File: src/sv/mhe_pkg.sv
// ----------------------------------------------------------------------------
// mhe_pkg
// Shared types and constants of the marked prefix-code encoder.
// ----------------------------------------------------------------------------
`default_nettype none

package mhe_pkg;

   localparam int MAX_CODE_BITS = 32;
   localparam int LEN_CAP       = (MAX_CODE_BITS > 32) ? 32 : MAX_CODE_BITS;
   localparam int TABLE_DEPTH   = 256;
   localparam int SYM_W         = 8;
   localparam int ACC_W         = 40;

   localparam logic [1:0] CMD_LOAD   = 2'd0;
   localparam logic [1:0] CMD_ENCODE = 2'd1;
   localparam logic [1:0] CMD_FLUSH  = 2'd2;

   typedef struct packed {
      logic [1:0]  command;
      logic [7:0]  symbol;
      logic [5:0]  code_length;
      logic [31:0] code_bits;
   } req_type;

   typedef struct packed {
      logic [7:0]  out_byte;
      logic [3:0]  valid_bits;
      logic [31:0] total_bits;
      logic        last;
   } rsp_type;

   typedef struct packed {
      logic [5:0]  length;
      logic [31:0] code;
   } entry_type;

   typedef struct packed {
      logic             en;
      logic [SYM_W-1:0] addr;
      entry_type        entry;
   } tbl_wr_type;

   typedef struct packed {
      logic             en;
      logic [SYM_W-1:0] addr;
   } tbl_rd_type;

endpackage

`default_nettype wire

File: src/sv/mhe_packer.sv
// ----------------------------------------------------------------------------
// mhe_packer
// Command sequencer and bit packer: looks up codes, appends code and marker
// bits to the pending bits, emits completed bytes one per cycle and flushes the rest.
// ----------------------------------------------------------------------------
`default_nettype none

module mhe_packer
   import mhe_pkg::*;
(
   input  wire logic      clock,
   input  wire logic      reset,
   input  wire logic      start,
   input  wire req_type   req,
   output logic           busy,
   output tbl_wr_type     tbl_wr,
   output tbl_rd_type     tbl_rd,
   input  wire entry_type rd_entry,
   output logic           strobe,
   output rsp_type        rsp
);

   typedef enum logic [3:0] {
      S_IDLE   = 4'b0001,
      S_LOOKUP = 4'b0010,
      S_ALIGN  = 4'b0100,
      S_EMIT   = 4'b1000
   } state_type;

   state_type        state_ff, state_in;
   logic [6:0]       pend_bits_ff, pend_bits_in;
   logic [2:0]       pend_cnt_ff, pend_cnt_in;
   logic [31:0]      total_ff, total_in;
   logic [ACC_W-1:0] acc_ff, acc_in;
   logic [5:0]       nbits_ff, nbits_in;
   logic [ACC_W-1:0] word_ff, word_in;
   logic [2:0]       byte_cnt_ff, byte_cnt_in;
   logic             strobe_ff, strobe_in;
   rsp_type          rsp_ff, rsp_in;

   logic             accept;
   logic [5:0]       len;
   logic [32:0]      mask33;
   logic [31:0]      code_m;
   logic [32:0]      total_sum;
   logic [5:0]       shamt;
   logic [7:0]       rmask;
   logic [15:0]      flush_byte;

   assign busy   = (state_ff != S_IDLE);
   assign accept = start && !busy;

   always_comb begin
      tbl_wr.en          = accept && (req.command == CMD_LOAD);
      tbl_wr.addr        = req.symbol;
      tbl_wr.entry.code  = req.code_bits;
      tbl_wr.entry.length = (req.code_length > 6'(LEN_CAP)) ? 6'(LEN_CAP)
                                                             : req.code_length;
      tbl_rd.en          = accept && (req.command == CMD_ENCODE);
      tbl_rd.addr        = req.symbol;
   end

   always_comb begin
      len        = (rd_entry.length > 6'd32) ? 6'd32 : rd_entry.length;
      mask33     = (33'd1 << len) - 33'd1;
      code_m     = rd_entry.code & mask33[31:0];
      total_sum  = {1'b0, total_ff} + {27'd0, len} + 33'd1;
      shamt      = 6'(ACC_W) - nbits_ff;
      rmask      = (8'd1 << nbits_ff[2:0]) - 8'd1;
      flush_byte = {9'd0, pend_bits_ff} << (4'd8 - {1'b0, pend_cnt_ff});
   end

   always_comb begin
      state_in     = state_ff;
      pend_bits_in = pend_bits_ff;
      pend_cnt_in  = pend_cnt_ff;
      total_in     = total_ff;
      acc_in       = acc_ff;
      nbits_in     = nbits_ff;
      word_in      = word_ff;
      byte_cnt_in  = byte_cnt_ff;
      strobe_in    = 1'b0;
      rsp_in       = rsp_ff;
      unique case (state_ff)
         S_IDLE: begin
            if (accept && (req.command == CMD_ENCODE)) begin
               state_in = S_LOOKUP;
            end else if (accept && (req.command == CMD_FLUSH)) begin
               strobe_in         = 1'b1;
               rsp_in.out_byte   = flush_byte[7:0];
               rsp_in.valid_bits = {1'b0, pend_cnt_ff};
               rsp_in.total_bits = total_ff;
               rsp_in.last       = 1'b1;
               pend_bits_in      = '0;
               pend_cnt_in       = '0;
               total_in          = '0;
            end
         end
         S_LOOKUP: begin
            acc_in   = ({33'd0, pend_bits_ff} << (len + 6'd1))
                       | {7'd0, code_m, 1'b1};
            nbits_in = {3'd0, pend_cnt_ff} + len + 6'd1;
            total_in = total_sum[32] ? '1 : total_sum[31:0];
            state_in = S_ALIGN;
         end
         S_ALIGN: begin
            word_in      = acc_ff << shamt;
            byte_cnt_in  = nbits_ff[5:3];
            pend_bits_in = acc_ff[6:0] & rmask[6:0];
            pend_cnt_in  = nbits_ff[2:0];
            state_in     = (nbits_ff[5:3] == 3'd0) ? S_IDLE : S_EMIT;
         end
         S_EMIT: begin
            strobe_in         = 1'b1;
            rsp_in.out_byte   = word_ff[ACC_W-1 -: 8];
            rsp_in.valid_bits = 4'd8;
            rsp_in.total_bits = '0;
            rsp_in.last       = (byte_cnt_ff == 3'd1);
            word_in           = word_ff << 8;
            byte_cnt_in       = byte_cnt_ff - 3'd1;
            if (byte_cnt_ff == 3'd1) begin
               state_in = S_IDLE;
            end
         end
         default: begin
            state_in = S_IDLE;
         end
      endcase
   end

   always_ff @(posedge clock) begin
      if (reset) begin
         state_ff     <= S_IDLE;
         pend_bits_ff <= '0;
         pend_cnt_ff  <= '0;
         total_ff     <= '0;
         strobe_ff    <= 1'b0;
         byte_cnt_ff  <= '0;
      end else begin
         state_ff     <= state_in;
         pend_bits_ff <= pend_bits_in;
         pend_cnt_ff  <= pend_cnt_in;
         total_ff     <= total_in;
         strobe_ff    <= strobe_in;
         byte_cnt_ff  <= byte_cnt_in;
      end
   end

   always_ff @(posedge clock) begin
      acc_ff   <= acc_in;
      nbits_ff <= nbits_in;
      word_ff  <= word_in;
      rsp_ff   <= rsp_in;
   end

   assign strobe = strobe_ff;
   assign rsp    = rsp_ff;

endmodule

`default_nettype wire

File: config.mk
export PLATFORM = sky130hd
export DESIGN_NAME = mhe_packer
export DESIGN_NICKNAME = d
export VERILOG_FILES = /design/src/sv/mhe_pkg.sv /design/src/sv/mhe_packer.sv
export SDC_FILE = /design/constraint.sdc
export NUM_CORES = 1
export LEC_CHECK = 0
export BUFFER_PORTS_ARGS = -buffer_cell sky130_fd_sc_hd__buf_2
export CORE_ASPECT_RATIO = 1.75
export CORE_MARGIN = 1
export CORE_UTILIZATION = 63
export DETAILED_ROUTE_END_ITERATION = 7
export PLACE_DENSITY = 0.87
export SLEW_MARGIN = 15
export SYNTH_ARGS = -nofsm -noshare
export SYNTH_HDL_FRONTEND = slang
export SYNTH_SLANG_ARGS = --single-unit
File: constraint.sdc
create_clock -name clock -period 10 [get_ports clock]
set_input_delay 0.5 -clock clock [delete_from_list [all_inputs] [get_ports clock]]
set_output_delay 0.5 -clock clock [all_outputs]
set_load 0.02 [all_outputs]
==> results.toml <==
[clocking]
post_cts_buffers = 0
cts_resized = 0
clkSinkCount = 180
cts-htree-levels = 4
cts.path.max_buffers = 2
cts_buffers = 17
cts-root-buf = "clkbuf_16"
clk_pin_slew_ns = 0.08
insertion_delay_ns = 0.45
hold_buffers = 0
tritoncts = "built"

[power]
internal_power_mw = 1.22
peakVddDrop_mv = 0.110
pwr-share-comb = 0.106
p_switching_mw = 0.447
powerDensity_mw_per_mm2 = 129
seqPwrFrac = 0.486
leakage_nw = 4.77
switching_share = 0.268
p_clk_frac = 0.408

[detailed_routing]
drt_iter0_drc = 1173
drc_errors = 0
drt-vias-per-instance = 6.83
detail-route-antenna-nets = 0
routed_wl_um = 36600
vias = 11000
wl_per_cell_um = 22.8
first_pass_iters = 6

[timing]
fin_skew_ns = 0.0112
hold_viol = 0
period_needed_ns = 4.24
relSlewSlack = 0.222
post-route-period-util = 0.424
finalSetupTns_ns = 0
slew_violations = 0
timing.fmax_mhz = 236
rsz0062_at_grt = "no"
worst_pin_slew_ns = 1.16
setup_viol = 0

[global_route]
grt_pass1_vias = 10300
antenna_found_initial = 1
grt_usage = 0.375
grt_pass1_wl_um = 56500
grt_max_degree = 61
overflow = 0

[floorplanning]
dieArea_sq_mm = 0.0198
fp.coreArea_sq_mm = 0.0187
fp.dieH_um = 186
fp.dieW_um = 107
rows = 66
ioPinCount = 192
start_util = 0.648

[yosys]
synth_edf_count = 130
synth-main-ff-cell = "edfxtp_1"
synth_nets = 1471
ys_ff_latch = 180
syn_inst = 1355
async_reset_ff_frac = 0
ys_warn_count = 0
synth_cell_types = 77
synth-seq-area-share = 0.404
synth.area.top_cells = "edfxtp_1, dfxtp_1, mux2i_1"
syn_area_sq_mm = 0.0121
yosysTopAreaCell = "edfxtp_1"
synth.avg_cell_area_sq_um = 8.96
synth_top_area_frac = 0.322

[placed_design]
dp_cells = 1575
place_hpwl_um = 26600
io_buffer_count = 103
routabilityCongestion = 1.07
dpl_cell_area_sq_mm = 0.0123

[flow_run]
maxCapViolCount = 0

[worst_setup_path]
rr_worst_depth = 10
cpMostUsedCell = "mux2i_1"
cp.arrival_ns = 4.43
cp.depth = 10
critPathRequiredTime_ns = 10.19
startpoint_type = "register"
cp_top_family = "buffers and inverters"
cpMaxStageDelayCell = "clkinv_1"
slowest_delay_ns = 0.60
cp_max_fo = 42
crit_type = "reg -> reg"
end_kind = "register"
worstPathCellList = "clkinv_1 > ha_2 > ha_1 > buf_4 > inv_1 > o21ai_0 > mux2i_1 > mux2i_1 > o32ai_1 > a221o_1"
path_buf_inv = 3

[final_layout]
fin_cells = 1607
fill_cells = 1416
layout-drive-gt1-share = 0.151
final_cell_mix = "nand2_1, nor2_1, edfxtp_1"
fin_nets = 1472
register_area_sq_mm = 0.00490
insertedDiodeCount = 0
mostFrequentLayoutCell = "nand2_1"
multi_input_area_sq_mm = 0.00638
stdcell_area_sq_mm = 0.0129
synthToLayoutAreaGrowth_pct = 6.59

[worst_hold_path]
hold_class = "in -> reg"
holdPathStages = 2

[status]
status = "finished clean"
-- metal layers --
metal | global-route usage | part of all wire | up-vias
li1 | - | - | 4941
met1 | 0.394 | 0.33 | 5052
met2 | 0.638 | 0.50 | 744
met3 | 0.0679 | 0.078 | 229
met4 | 0.330 | 0.094 | 2
met5 | 0 | 0.00025 | -
-- layout make-up --
type	count	share of cell area
Clock buffer	17	0.0329
Clock inverter	15	0.0129
Inverter	37	0.0107
Multi-Input combinational cell	1003	0.493
Sequential cell	180	0.379
Tap cell	238	0.0230
Timing Repair Buffer	117	0.0480
-- synth_stat cells (4+ instances only) --
cell type and n:
o211ai_1 24, nand2_1 143, and3_1 6, or2_2 5, and2_1 36, edfxtp_1 130, o2bb2ai_1 5, nor2b_1 18
a21o_1 8, a31oi_1 14, nand3_1 49, o22ai_1 18, o221ai_1 6, buf_2 8, buf_4 54, o311ai_0 6
dfxtp_1 50, a21oi_1 102, o31ai_1 9, inv_1 33, ha_1 25, buf_1 7, or3_1 8, o21ai_0 108
mux2i_1 66, nand4_1 10, clkbuf_1 64, or4_1 4, a311oi_1 5, nor3_1 35, o31a_1 4, a22o_1 15
xor2_1 18, a211oi_1 8, nor2_1 131, xnor2_1 10, mux4_2 12, mux2_2 22, nand2b_1 9
-- through the flow --
step | setup WS (ns) | hold WS, ns | utilization | power, mW
2_1_floorplan | 6.30 | 0.448 | - | 0.971
3_3_place_gp | 5.62 | 0.455 | 0.659 | 0.995
3_5_place_dp | 5.53 | 0.480 | 0.659 | 0.997
4_1_cts | 5.83 | 0.340 | 0.690 | 1.66
5_1_grt | 5.48 | 0.342 | 0.690 | 1.70
6_report | 5.76 | 0.345 | 0.690 | 1.67
-- sequential cells by signal, indices dropped and copies added (netlist names) --
register	count
total_ff	32
pend_bits_ff	7
pend_cnt_ff	3
state_ff	4
acc_ff	39
byte_cnt_ff	3
nbits_ff	6
strobe	1
rsp	45
word_ff	40
-- power by group through the flow --
| stage | logic [mW] | clock network, mW | registers, mW |
|---|---|---|---|
| floorplan | 0.137 | 0 | 0.834 |
| global placement | 0.169 | 0 | 0.827 |
| detailed placement | 0.170 | 0 | 0.827 |
| CTS | 0.171 | 0.676 | 0.811 |
| global route | 0.187 | 0.706 | 0.811 |
| finish | 0.176 | 0.680 | 0.810 |
-- worst paths after layout --
check,from,end,slack (ns)
hold / removal,rd_entry[9],acc_ff[10],0.34
setup / recovery,nbits_ff[0],word_ff[34],5.76
setup reg to reg,nbits_ff[0],word_ff[34],5.76
hold reg to reg,byte_cnt_ff[1],byte_cnt_ff[1],0.49
-- logic make-up (layout without fill, tap and decap cells) --
logic type,Yosys count,count (layout),share of synthesized area
buffers and inverters,172,186,0.0720
flip-flops,180,180,0.404
AND/OR/NAND/NOR,476,476,0.184
AO/OA/AOI/OAI,371,371,0.192
multiplexers,100,100,0.0971
adder cells (fa/ha/maj),27,27,0.0291
XOR/XNOR,29,29,0.0215
Note: power is estimated with default switching activity, not from simulation.
